<file path="src/qrab_pkg.sv">
// Shared types, constants and the character map of the QR alphanumeric encoder.
// Depends on nothing; every other file of the block imports it.
`default_nettype none
package qrab_pkg;

  localparam int COUNT_BITS_DEF = 9;
  localparam int MAX_RESULTS    = 61;
  localparam int ALNUM_RADIX    = 45;

  localparam int CHAR_W  = 8;
  localparam int VAL_W   = 6;
  localparam int CHUNK_W = 11;
  localparam int WIDTH_W = 4;
  localparam int LEN_W   = 9;
  localparam int CAP_W   = 6;
  localparam int BITS_W  = 12;
  localparam int PAD_W   = 6;

  localparam logic [CHUNK_W-1:0] MODE_ALNUM = 11'd2;
  localparam logic [WIDTH_W-1:0] MODE_W     = 4'd4;
  localparam logic [WIDTH_W-1:0] PAIR_W     = 4'd11;
  localparam logic [WIDTH_W-1:0] SINGLE_W   = 4'd6;
  localparam logic [WIDTH_W-1:0] PAD_BYTE_W = 4'd8;
  localparam logic [CHUNK_W-1:0] PAD_FIRST  = 11'h0EC;
  localparam logic [CHUNK_W-1:0] PAD_SECOND = 11'h011;

  localparam logic REG_MESSAGE_LENGTH = 1'b0;
  localparam logic REG_CAPACITY       = 1'b1;

  typedef struct packed {
    logic               hdr;
    logic [CHUNK_W-1:0] cnt_val;
    logic               pair_vld;
    logic [CHUNK_W-1:0] pair_val;
    logic               tail_vld;
    logic [VAL_W-1:0]   tail_val;
    logic [PAD_W-1:0]   pad_cnt;
    logic               done;
  } qrab_job_t;

  function automatic logic [VAL_W-1:0] char_value(input logic [CHAR_W-1:0] c);
    logic [VAL_W-1:0] v;
    v = '0;
    if (c >= 8'h30 && c <= 8'h39) begin
      v = VAL_W'(c - 8'h30);
    end else if (c >= 8'h41 && c <= 8'h5A) begin
      v = VAL_W'(c - 8'h41 + 8'd10);
    end else begin
      case (c)
        8'h20:   v = 6'd36;
        8'h24:   v = 6'd37;
        8'h25:   v = 6'd38;
        8'h2A:   v = 6'd39;
        8'h2B:   v = 6'd40;
        8'h2D:   v = 6'd41;
        8'h2E:   v = 6'd42;
        8'h2F:   v = 6'd43;
        8'h3A:   v = 6'd44;
        default: v = 6'd0;
      endcase
    end
    return v;
  endfunction

endpackage
`default_nettype wire

</file>
<file path="src/qrab_cfg_regs.sv">
// APB-style configuration registers of the QR alphanumeric encoder.
// Depends on qrab_pkg for widths and register indexes.
`default_nettype none
module qrab_cfg_regs
  import qrab_pkg::*;
(
  input  wire logic             clk,
  input  wire logic             rst_n,
  input  wire logic             psel,
  input  wire logic             penable,
  input  wire logic             pwrite,
  input  wire logic [2:0]       paddr,
  input  wire logic [31:0]      pwdata,
  output logic      [31:0]      prdata,
  output logic                  pready,
  output logic      [LEN_W-1:0] message_length,
  output logic      [CAP_W-1:0] capacity_codewords
);

  logic [LEN_W-1:0] message_length_r;
  logic [CAP_W-1:0] capacity_r;
  logic             wr_en;

  assign pready = 1'b1;
  assign wr_en  = psel && penable && pwrite && pready;

  always_ff @(posedge clk) begin
    if (!rst_n) begin
      message_length_r <= LEN_W'(1);
      capacity_r       <= CAP_W'(19);
    end else if (wr_en) begin
      case (paddr[2])
        REG_MESSAGE_LENGTH: message_length_r <= pwdata[LEN_W-1:0];
        REG_CAPACITY:       capacity_r       <= pwdata[CAP_W-1:0];
        default:            message_length_r <= message_length_r;
      endcase
    end
  end

  always_comb begin
    case (paddr[2])
      REG_MESSAGE_LENGTH: prdata = {{(32-LEN_W){1'b0}}, message_length_r};
      REG_CAPACITY:       prdata = {{(32-CAP_W){1'b0}}, capacity_r};
      default:            prdata = '0;
    endcase
  end

  assign message_length     = message_length_r;
  assign capacity_codewords = capacity_r;

endmodule
`default_nettype wire

</file>
<file path="src/qrab_emitter.sv">
// Chunk emitter: holds the chunk plan of one character and sends its chunks,
// one per cycle while out_stall does not hold them, through the result register. Depends on qrab_pkg.
`default_nettype none
module qrab_emitter
  import qrab_pkg::*;
#(
  parameter int COUNT_BITS = COUNT_BITS_DEF
) (
  input  wire logic               clk,
  input  wire logic               rst_n,
  input  wire logic               load,
  input  wire qrab_job_t          job,
  output logic                    hold,
  output logic                    out_valid,
  input  wire logic               out_stall,
  output logic      [CHUNK_W-1:0] out_chunk_value,
  output logic      [WIDTH_W-1:0] out_chunk_width,
  output logic                    out_last_of_run,
  output logic                    out_message_done
);

  qrab_job_t        job_r;
  logic             hdr_p_r, cnt_p_r, pair_p_r, tail_p_r, pad_odd_r;
  logic             hdr_p_nxt, cnt_p_nxt, pair_p_nxt, tail_p_nxt, pad_odd_nxt;
  logic [PAD_W-1:0] pad_left_r, pad_left_nxt;
  logic             job_vld, out_free, issue, last;
  logic [CHUNK_W-1:0] sel_val;
  logic [WIDTH_W-1:0] sel_w;

  logic               out_vld_r;
  logic [CHUNK_W-1:0] out_val_r;
  logic [WIDTH_W-1:0] out_w_r;
  logic               out_last_r, out_done_r;

  assign job_vld  = hdr_p_r || cnt_p_r || pair_p_r || tail_p_r || (pad_left_r != '0);
  assign out_free = !out_vld_r || !out_stall;
  assign issue    = job_vld && out_free;

  always_comb begin
    hdr_p_nxt    = hdr_p_r;
    cnt_p_nxt    = cnt_p_r;
    pair_p_nxt   = pair_p_r;
    tail_p_nxt   = tail_p_r;
    pad_left_nxt = pad_left_r;
    pad_odd_nxt  = pad_odd_r;
    if (hdr_p_r) begin
      sel_val   = MODE_ALNUM;
      sel_w     = MODE_W;
      hdr_p_nxt = 1'b0;
    end else if (cnt_p_r) begin
      sel_val   = job_r.cnt_val;
      sel_w     = WIDTH_W'(COUNT_BITS);
      cnt_p_nxt = 1'b0;
    end else if (pair_p_r) begin
      sel_val    = job_r.pair_val;
      sel_w      = PAIR_W;
      pair_p_nxt = 1'b0;
    end else if (tail_p_r) begin
      sel_val    = {{(CHUNK_W-VAL_W){1'b0}}, job_r.tail_val};
      sel_w      = SINGLE_W;
      tail_p_nxt = 1'b0;
    end else begin
      sel_val      = pad_odd_r ? PAD_FIRST : PAD_SECOND;
      sel_w        = PAD_BYTE_W;
      pad_left_nxt = pad_left_r - PAD_W'(1);
      pad_odd_nxt  = !pad_odd_r;
    end
    last = !(hdr_p_nxt || cnt_p_nxt || pair_p_nxt || tail_p_nxt || (pad_left_nxt != '0));
  end

  assign hold = job_vld && !(issue && last);

  always_ff @(posedge clk) begin
    if (!rst_n) begin
      hdr_p_r    <= 1'b0;
      cnt_p_r    <= 1'b0;
      pair_p_r   <= 1'b0;
      tail_p_r   <= 1'b0;
      pad_left_r <= '0;
      pad_odd_r  <= 1'b1;
    end else if (load) begin
      hdr_p_r    <= job.hdr;
      cnt_p_r    <= job.hdr;
      pair_p_r   <= job.pair_vld;
      tail_p_r   <= job.tail_vld;
      pad_left_r <= job.pad_cnt;
      pad_odd_r  <= 1'b1;
    end else if (issue) begin
      hdr_p_r    <= hdr_p_nxt;
      cnt_p_r    <= cnt_p_nxt;
      pair_p_r   <= pair_p_nxt;
      tail_p_r   <= tail_p_nxt;
      pad_left_r <= pad_left_nxt;
      pad_odd_r  <= pad_odd_nxt;
    end
  end

  always_ff @(posedge clk) begin
    if (load) begin
      job_r <= job;
    end
  end

  always_ff @(posedge clk) begin
    if (!rst_n) begin
      out_vld_r <= 1'b0;
    end else if (out_free) begin
      out_vld_r <= issue;
    end
  end

  always_ff @(posedge clk) begin
    if (issue) begin
      out_val_r  <= sel_val;
      out_w_r    <= sel_w;
      out_last_r <= last;
      out_done_r <= last && job_r.done;
    end
  end

  assign out_valid        = out_vld_r;
  assign out_chunk_value  = out_val_r;
  assign out_chunk_width  = out_w_r;
  assign out_last_of_run  = out_last_r;
  assign out_message_done = out_done_r;

  a_done_is_last: assert property (@(posedge clk) disable iff (!rst_n)
    out_vld_r && out_done_r |-> out_last_r)
    else $error("Message end flagged on a chunk that does not end its run.");

  a_load_when_free: assert property (@(posedge clk) disable iff (!rst_n)
    load |-> !hold)
    else $error("Chunk plan loaded over a plan that still has chunks to send.");

  a_hold_blocks: assert property (@(posedge clk) disable iff (!rst_n)
    job_vld && !out_free |=> job_vld)
    else $error("Chunk plan drained while the result register was stalled.");

endmodule
`default_nettype wire

</file>
<file path="src/qr_alphanumeric_bitstream_encoder.sv">
// QR alphanumeric-mode bitstream encoder, one character per transfer.
// Each character's chunk plan is built combinationally and loaded as it is taken; its chunks
// pass from the emitter's plan registers through the result register, one per cycle while
// out_stall is low. The input stalls until the last of a character's 0 to 61 chunks issues.
// Reset is synchronous and active low; it clears message state and restores the registers.
`default_nettype none
module qr_alphanumeric_bitstream_encoder
  import qrab_pkg::*;
#(
  parameter int COUNT_BITS = COUNT_BITS_DEF
) (
  input  wire logic               clk,
  input  wire logic               rst_n,
  input  wire logic               psel,
  input  wire logic               penable,
  input  wire logic               pwrite,
  input  wire logic [2:0]         paddr,
  input  wire logic [31:0]        pwdata,
  output logic      [31:0]        prdata,
  output logic                    pready,
  input  wire logic               in_valid,
  output logic                    in_stall,
  input  wire logic [CHAR_W-1:0]  in_char_code,
  output logic                    out_valid,
  input  wire logic               out_stall,
  output logic      [CHUNK_W-1:0] out_chunk_value,
  output logic      [WIDTH_W-1:0] out_chunk_width,
  output logic                    out_last_of_run,
  output logic                    out_message_done
);

  logic [LEN_W-1:0]  message_length;
  logic [CAP_W-1:0]  capacity_codewords;

  logic [LEN_W-1:0]  chars_seen_r, chars_seen_nxt;
  logic [VAL_W-1:0]  held_r, held_nxt;
  logic              holding_r, holding_nxt;
  logic [BITS_W-1:0] bits_r, bits_nxt;

  logic              accept, first, msg_end, load;
  logic [VAL_W-1:0]  v;
  logic [LEN_W-1:0]  cs_inc;
  logic [BITS_W-1:0] bw0, bw1, bw2;
  logic [LEN_W-1:0]  used, cap_ext;
  logic [2:0]        n_chunks;
  logic [PAD_W-1:0]  pads_raw, pads_lim;
  qrab_job_t         job;
  logic              hold;

  qrab_cfg_regs u_cfg (
    .clk                (clk),
    .rst_n              (rst_n),
    .psel               (psel),
    .penable            (penable),
    .pwrite             (pwrite),
    .paddr              (paddr),
    .pwdata             (pwdata),
    .prdata             (prdata),
    .pready             (pready),
    .message_length     (message_length),
    .capacity_codewords (capacity_codewords)
  );

  assign in_stall = hold;
  assign accept   = in_valid && !in_stall;

  always_comb begin
    v       = char_value(in_char_code);
    first   = (chars_seen_r == '0);
    cs_inc  = chars_seen_r + LEN_W'(1);
    msg_end = (cs_inc == message_length);
    bw0     = bits_r + (first ? BITS_W'(4 + COUNT_BITS) : BITS_W'(0));

    job          = '0;
    job.hdr      = first;
    job.cnt_val  = {{(CHUNK_W-LEN_W){1'b0}}, message_length};
    job.pair_vld = holding_r;
    job.pair_val = CHUNK_W'(held_r) * CHUNK_W'(ALNUM_RADIX) + CHUNK_W'(v);
    job.tail_val = v;
    job.tail_vld = msg_end && !holding_r;
    job.done     = msg_end;

    bw1     = bw0 + (holding_r ? BITS_W'(11) : BITS_W'(0));
    bw2     = bw1 + (job.tail_vld ? BITS_W'(6) : BITS_W'(0));
    used    = bw2[BITS_W-1:3];
    cap_ext = {{(LEN_W-CAP_W){1'b0}}, capacity_codewords};
    pads_raw = (cap_ext > used) ? PAD_W'(cap_ext - used) : '0;
    n_chunks = (first ? 3'd2 : 3'd0) + {2'b0, holding_r} + {2'b0, job.tail_vld};
    pads_lim = PAD_W'(7'(MAX_RESULTS) - {4'b0, n_chunks});
    job.pad_cnt = !msg_end ? '0 : ((pads_raw > pads_lim) ? pads_lim : pads_raw);

    load = accept && (first || holding_r || msg_end);

    if (msg_end) begin
      chars_seen_nxt = '0;
      held_nxt       = '0;
      holding_nxt    = 1'b0;
      bits_nxt       = '0;
    end else begin
      chars_seen_nxt = cs_inc;
      held_nxt       = holding_r ? VAL_W'(0) : v;
      holding_nxt    = !holding_r;
      bits_nxt       = bw1;
    end
  end

  always_ff @(posedge clk) begin
    if (!rst_n) begin
      chars_seen_r <= '0;
      held_r       <= '0;
      holding_r    <= 1'b0;
      bits_r       <= '0;
    end else if (accept) begin
      chars_seen_r <= chars_seen_nxt;
      held_r       <= held_nxt;
      holding_r    <= holding_nxt;
      bits_r       <= bits_nxt;
    end
  end

  qrab_emitter #(
    .COUNT_BITS (COUNT_BITS)
  ) u_emit (
    .clk              (clk),
    .rst_n            (rst_n),
    .load             (load),
    .job              (job),
    .hold             (hold),
    .out_valid        (out_valid),
    .out_stall        (out_stall),
    .out_chunk_value  (out_chunk_value),
    .out_chunk_width  (out_chunk_width),
    .out_last_of_run  (out_last_of_run),
    .out_message_done (out_message_done)
  );

  a_hold_parity: assert property (@(posedge clk) disable iff (!rst_n)
    holding_r == chars_seen_r[0])
    else $error("Held character does not match the parity of the character count.");

  a_end_clears: assert property (@(posedge clk) disable iff (!rst_n)
    accept && msg_end |=> chars_seen_r == '0 && !holding_r && bits_r == '0)
    else $error("Message state not cleared after the final character.");

  a_first_loads: assert property (@(posedge clk) disable iff (!rst_n)
    accept && first |-> load)
    else $error("First character of a message did not start a chunk run.");

endmodule
`default_nettype wire
</file>
<file path="config.mk">
export PLATFORM = sky130hd
export DESIGN_NAME = qr_alphanumeric_bitstream_encoder
export DESIGN_NICKNAME = d
export VERILOG_FILES = /design/src/qrab_pkg.sv /design/src/qrab_cfg_regs.sv /design/src/qrab_emitter.sv /design/src/qr_alphanumeric_bitstream_encoder.sv
export SDC_FILE = /design/constraint.sdc
export NUM_CORES = 1
export LEC_CHECK = 0
export BUFFER_PORTS_ARGS = -buffer_cell sky130_fd_sc_hd__buf_4
export CORE_MARGIN = 4
export CORE_UTILIZATION = 35
export CTS_CLUSTER_DIAMETER = 40
export DETAILED_ROUTE_END_ITERATION = 10
export GPL_TIMING_DRIVEN = 0
export PLACE_DENSITY_LB_ADDON = 0.25
export SLEW_MARGIN = 20
export SYNTH_ARGS = -nofsm -noshare
export SYNTH_HDL_FRONTEND = slang
export SYNTH_HIERARCHICAL = 1
export SYNTH_SLANG_ARGS = --single-unit
export TNS_END_PERCENT = 10
</file>
<file path="constraint.sdc">
create_clock -name clk -period 7.5 [get_ports clk]
set_clock_uncertainty 0.2 [all_clocks]
set_input_delay 0.75 -clock clk [delete_from_list [all_inputs] [get_ports clk]]
set_output_delay 0.75 -clock clk [all_outputs]
set_load 0.05 [all_outputs]
</file>
# == Word level (Yosys, flattened, before mapping) ==
# Cells that the tools add are included.
# classes
n_addsub,13
n_mul,1
magnitude_cmp,6
n_eq_ne,10
muxes,43
n_bitwise,6
reduce_logical,37
# op_table
op,count
two-way mux 6 bit,13
equality test 8 x 6 -> 1 bit (second input constant),9
case mux 32 bit (2 select lines),1
case mux 6 bit (9 select lines),1
adder 12 x 4 -> 12 bit,2
two-way mux 11 bit,2
two-way mux 4 bit,5
two-way mux 9 bit,2
two-way mux 1 bit,15
adder 12 x 3 -> 12 bit,1
two-way mux 12 bit,1
nonzero test 6 bit,2
subtractor 6 x 1 -> 6 bit (second input constant),2
adder 11 x 6 -> 11 bit,1
logical AND 1 bit,11
multiplier 6 x 6 -> 11 bit (second input constant),1
logical OR 1 bit,10
adder 9 x 1 -> 9 bit (second input constant),1
equality test 9 bit,1
greater-than comparator 6 x 9 -> 1 bit,1
zero test 9 bit,1
>= comparator 8 x 6 -> 1 bit (second input constant),1
>= comparator 8 x 7 -> 1 bit (second input constant),1
<= comparator 8 x 6 -> 1 bit (second input constant),1
other kinds (17),30
# totals
reg_bits,99
inputBits,50
elab_cells,139

# == Logic depth before layout (Yosys ltp) ==
# depth
word_depth,15
depth_mapped,33

# == Cells and area by module ==
# The synthesis kept the hierarchy.
# by_module_without_submodules
mod,instances,cells_each,area_each_um2,seq_area_each_um2
qr_alphanumeric_bitstream_encoder,1,518,4045.1,560.5
qrab_emitter,1,191,2418.6,1621.6
qrab_cfg_regs,1,99,922.1,300.3

# == Worst setup path before layout ==
# No wires, ideal clock.
# synth_path
path_kind,register to register
startpoint,register chars_seen_r[0]
endpoint,register u_emit.pad_left_r[1]
setup_ns,0.097
arrival_ns,6.376
t_required_ns,7.203
slack_ns,0.827
path_stages_with_launch,30
path_buffers,1
period_less_slack_ns,6.673
cell_sequence,dfxtp_1 ha_1 and3_2 a31oi_1 or4_4 or4_1 buf_2 nor2_1 ha_1 o2111ai_1 o41a_1 nor2_1 xor2_1 inv_1 ha_1 nor2b_1 o31a_1 o31a_1 or2_2 and3_1 nor3b_1 ha_1 a21o_1 a21oi_1 a31oi_1 nand4_1 nor2_1 a2111oi_2 nand3_1 o31ai_1
# synth_rtl
element,line,text
from (decl),qr_alphanumeric_bitstream_encoder.sv:35,"logic [LEN_W-1:0] chars_seen_r, chars_seen_nxt;"
from (signal assigned),qr_alphanumeric_bitstream_encoder.sv:114,chars_seen_r <= chars_seen_nxt;
to (signal assigned),qrab_emitter.sv:86,pad_left_r <= job.pad_cnt;
to (signal assigned),qrab_emitter.sv:93,pad_left_r <= pad_left_nxt;
to (decl),qrab_emitter.sv:25,"logic [PAD_W-1:0] pad_left_r, pad_left_nxt;"

==> metrics.csv <==
metric;value;unit
multi-input logic area;0.00442;sq mm
CTS tree;yes;
Worst-path clk slew;0.07;ns
Worst Path Buf+Inv;3;
first-pass GRT wire length;27900;microns
Yosys warnings;6;
Data required, critical path;7.58;ns
initial antenna violation count;0;
top-area cell type share of the netlist area;18.7;%
CP max stage delay;0.62;ns
cell taking the most area after synthesis;edfxtp_1;
first-pass iteration count of the detailed router;5;
Critical Path Sink;u_emit/pad_left_r[1];
Worst R2R End;u_emit/pad_left_r[1];
vias in the first global route;5414;
ANT cells;0;
clock root cell;clkbuf_16;
crit path DAT;7.27;ns
FF+latch area;0.00249;sq mm
I/O Buffers;50;
die area;0.0235;sq mm
worst relative slew slack;35.5;%
Worst-Skew Late Latency;0.35;ns
Die Span Y;153;microns
status;finished, final reports clean;
reg2reg start;chars_seen_r[0];
vias post-DR;5902;
Fin. Hold Viols;0;
Syn Inst Count;808;
Mean Syn Cell Area;9.14;sq um
number of setup violations in the final report;0;
max-slew violations;0;
crit path max fanout;10;
cell with the most instances on the worst path;ha_1;
Synth cell types;78;
Netlist Area Pre-Place;0.00739;sq mm
P_leak;3.59;nW
Crit path depth;28;
CP startpoint kind;flop;
Area contributors post-synth;edfxtp_1 (19%), dfxtp_1 (15%), ha_1 (10%), a21oi_1 (3.6%), fa_1 (3.3%);
VDD IR max;0.144;mV
R2R Setup Slk;0.30;ns
initial drt markers;330;
asr flop ratio synth;0;%
Fmax achieved;0.139;GHz
routed vias/inst;5.04;
CTS Hold Buffers Added;0;
GRT Overall Usage;14.5;%
largest net degree at the start of global routing;20;
PD cells;333;mW/mm^2
Fillers;2035;
max-cap violations;0;
Crit-path slowest cell;or4_1;
CTS Buffer Depth;2;
hpwl dp;13500;microns
drt wl/cell;14.8;microns
Area growth syn-to-layout;16.5;%
most frequent cells in the layout;buf_4 (82), inv_1 (61), ha_1 (60);
EDFF count, synth;46;
reg2reg path depth;28;
CP Class;reg -> reg;
residual DRC count;0;
Slew @ Worst Pin;0.962;ns
area of the core;0.0205;sq mm
Max H-tree Level;3;
top_reg_cell synth;dfxtp_1;
Routed WL;17300;microns
delay-heaviest family, CP;simple AND/OR/NAND/NOR gates;
GP Congestion;0.851;
Seq/Total Area, Yosys;33.6;%
GRT overflow;0;
non-filler instance count after layout;1172;
Tmin final;7.20;ns
commonest non-fill, non-tap cell in the layout;buf_4;
class of the worst hold path;reg -> reg;
Initial Utilization;36.0;%
number of routed nets with antenna violations;0;
num ports;102;
Worst setup startpoint;chars_seen_r[0];
Rows;52;
number of buffers created by CTS;9;
fin crit share;95.9;%
Placed Instances;1152;
register bit total from synthesis;101;
Final Power;0.00286;W
critical path endpoint category;flop;
Final Net Count;1020;
die width;153;microns
layout cells sized above 1;16.0;%
CTS sink count;101;
logic make-up (layout without fill, tap and decap cells):
group | Yosys count | count (layout) | synth area share [%]
AO/OA/AOI/OAI | 189 | 189 | 16.8
XOR/XNOR | 38 | 38 | 4.51
adder cells (fa/ha/maj) | 73 | 73 | 13.6
buffers and inverters | 127 | 198 | 8.57
flip-flops | 101 | 101 | 33.6
multiplexers | 27 | 27 | 3.78
other | 4 | 27 | 0.203
AND/OR/NAND/NOR | 249 | 249 | 19.0
cell usage after synthesis, types with 27 or more instances:
library cell,instances
a21oi_1,53
dfxtp_1,55
inv_1,62
edfxtp_1,46
nor2b_1,30
nand2_1,58
o21ai_0,31
buf_4,27
ha_1,61
nor2_1,43
where the power goes:
group          leakage [nW]  internal (W)  switching (W)
sequential            0.890      0.000769      0.0000628
clock                 0.138      0.000232       0.000223
combinational          2.56      0.000591       0.000983
sequential cells by signal (all words and copies together), names as in the netlist, 4 cells and up:
register                  cells
u_cfg/message_length          9
u_emit/job_r                 29
bits_r                       12
held_r                        6
chars_seen_r                  9
u_emit/pad_left_r             6
u_cfg/capacity_codewords      6
u_emit/out_chunk_value       11
u_emit/out_chunk_width        4
metrics by stage:
stage,cell area (sq um),setup slack [ns],setup TNS (ns),utilization [%],hold WS (ns)
after global placement,8190,-0.0574,-0.0574,39.9,0.253
after global routing,8600,-0.0139,-0.0139,42.0,0.307
final,8600,0.305,0,42.0,0.279
after CTS,8510,0.00522,0,41.5,0.285
after detailed placement,8220,0.0347,0,40.1,0.273
after floorplan,7470,0.827,0,-,0.241
metal layers:
metal | vias up | part of all wire, % | track usage [%]
met5 | - | 0 | 0
met4 | 0 | 1.3 | 4.07
met3 | 13 | 5.0 | 1.81
met2 | 139 | 47 | 23.8
met1 | 2739 | 47 | 20.0
li1 | 3011 | - | -
worst min-delay path by stage:
stage	cells after the start	startpoint	endpoint	slack, ns
final	2	bits_r[4]	bits_r[4]	0.28
after global routing	2	bits_r[4]	bits_r[4]	0.31
after CTS	2	bits_r[1]	bits_r[1]	0.29
after detailed placement	2	bits_r[4]	bits_r[4]	0.27
after global placement	2	bits_r[3]	bits_r[3]	0.25
after floorplan	2	bits_r[3]	bits_r[3]	0.24
worst min-delay path: stages (launching register included):
cell,delay [ns]
dfxtp_1,0.32
nand2_1,0.05
a21boi_0,0.06
cell type report:
cell class                 instances  area share, %
inverter                          64           2.79
clock buffer                       9           2.62
timing repair buffer              55           5.03
sequential                       101           28.9
tap                              270           3.93
multi-input combinational        603           51.4
buffer                            63           4.60
clock inverter                     7          0.698
what timing repair did:
action	CTS	global route
resized for setup	0	16
endpoints found under the hold margin	0	0
endpoints found under the setup margin	0	3
buffers inserted	0	4
Power figures use the tool's default switching activity.
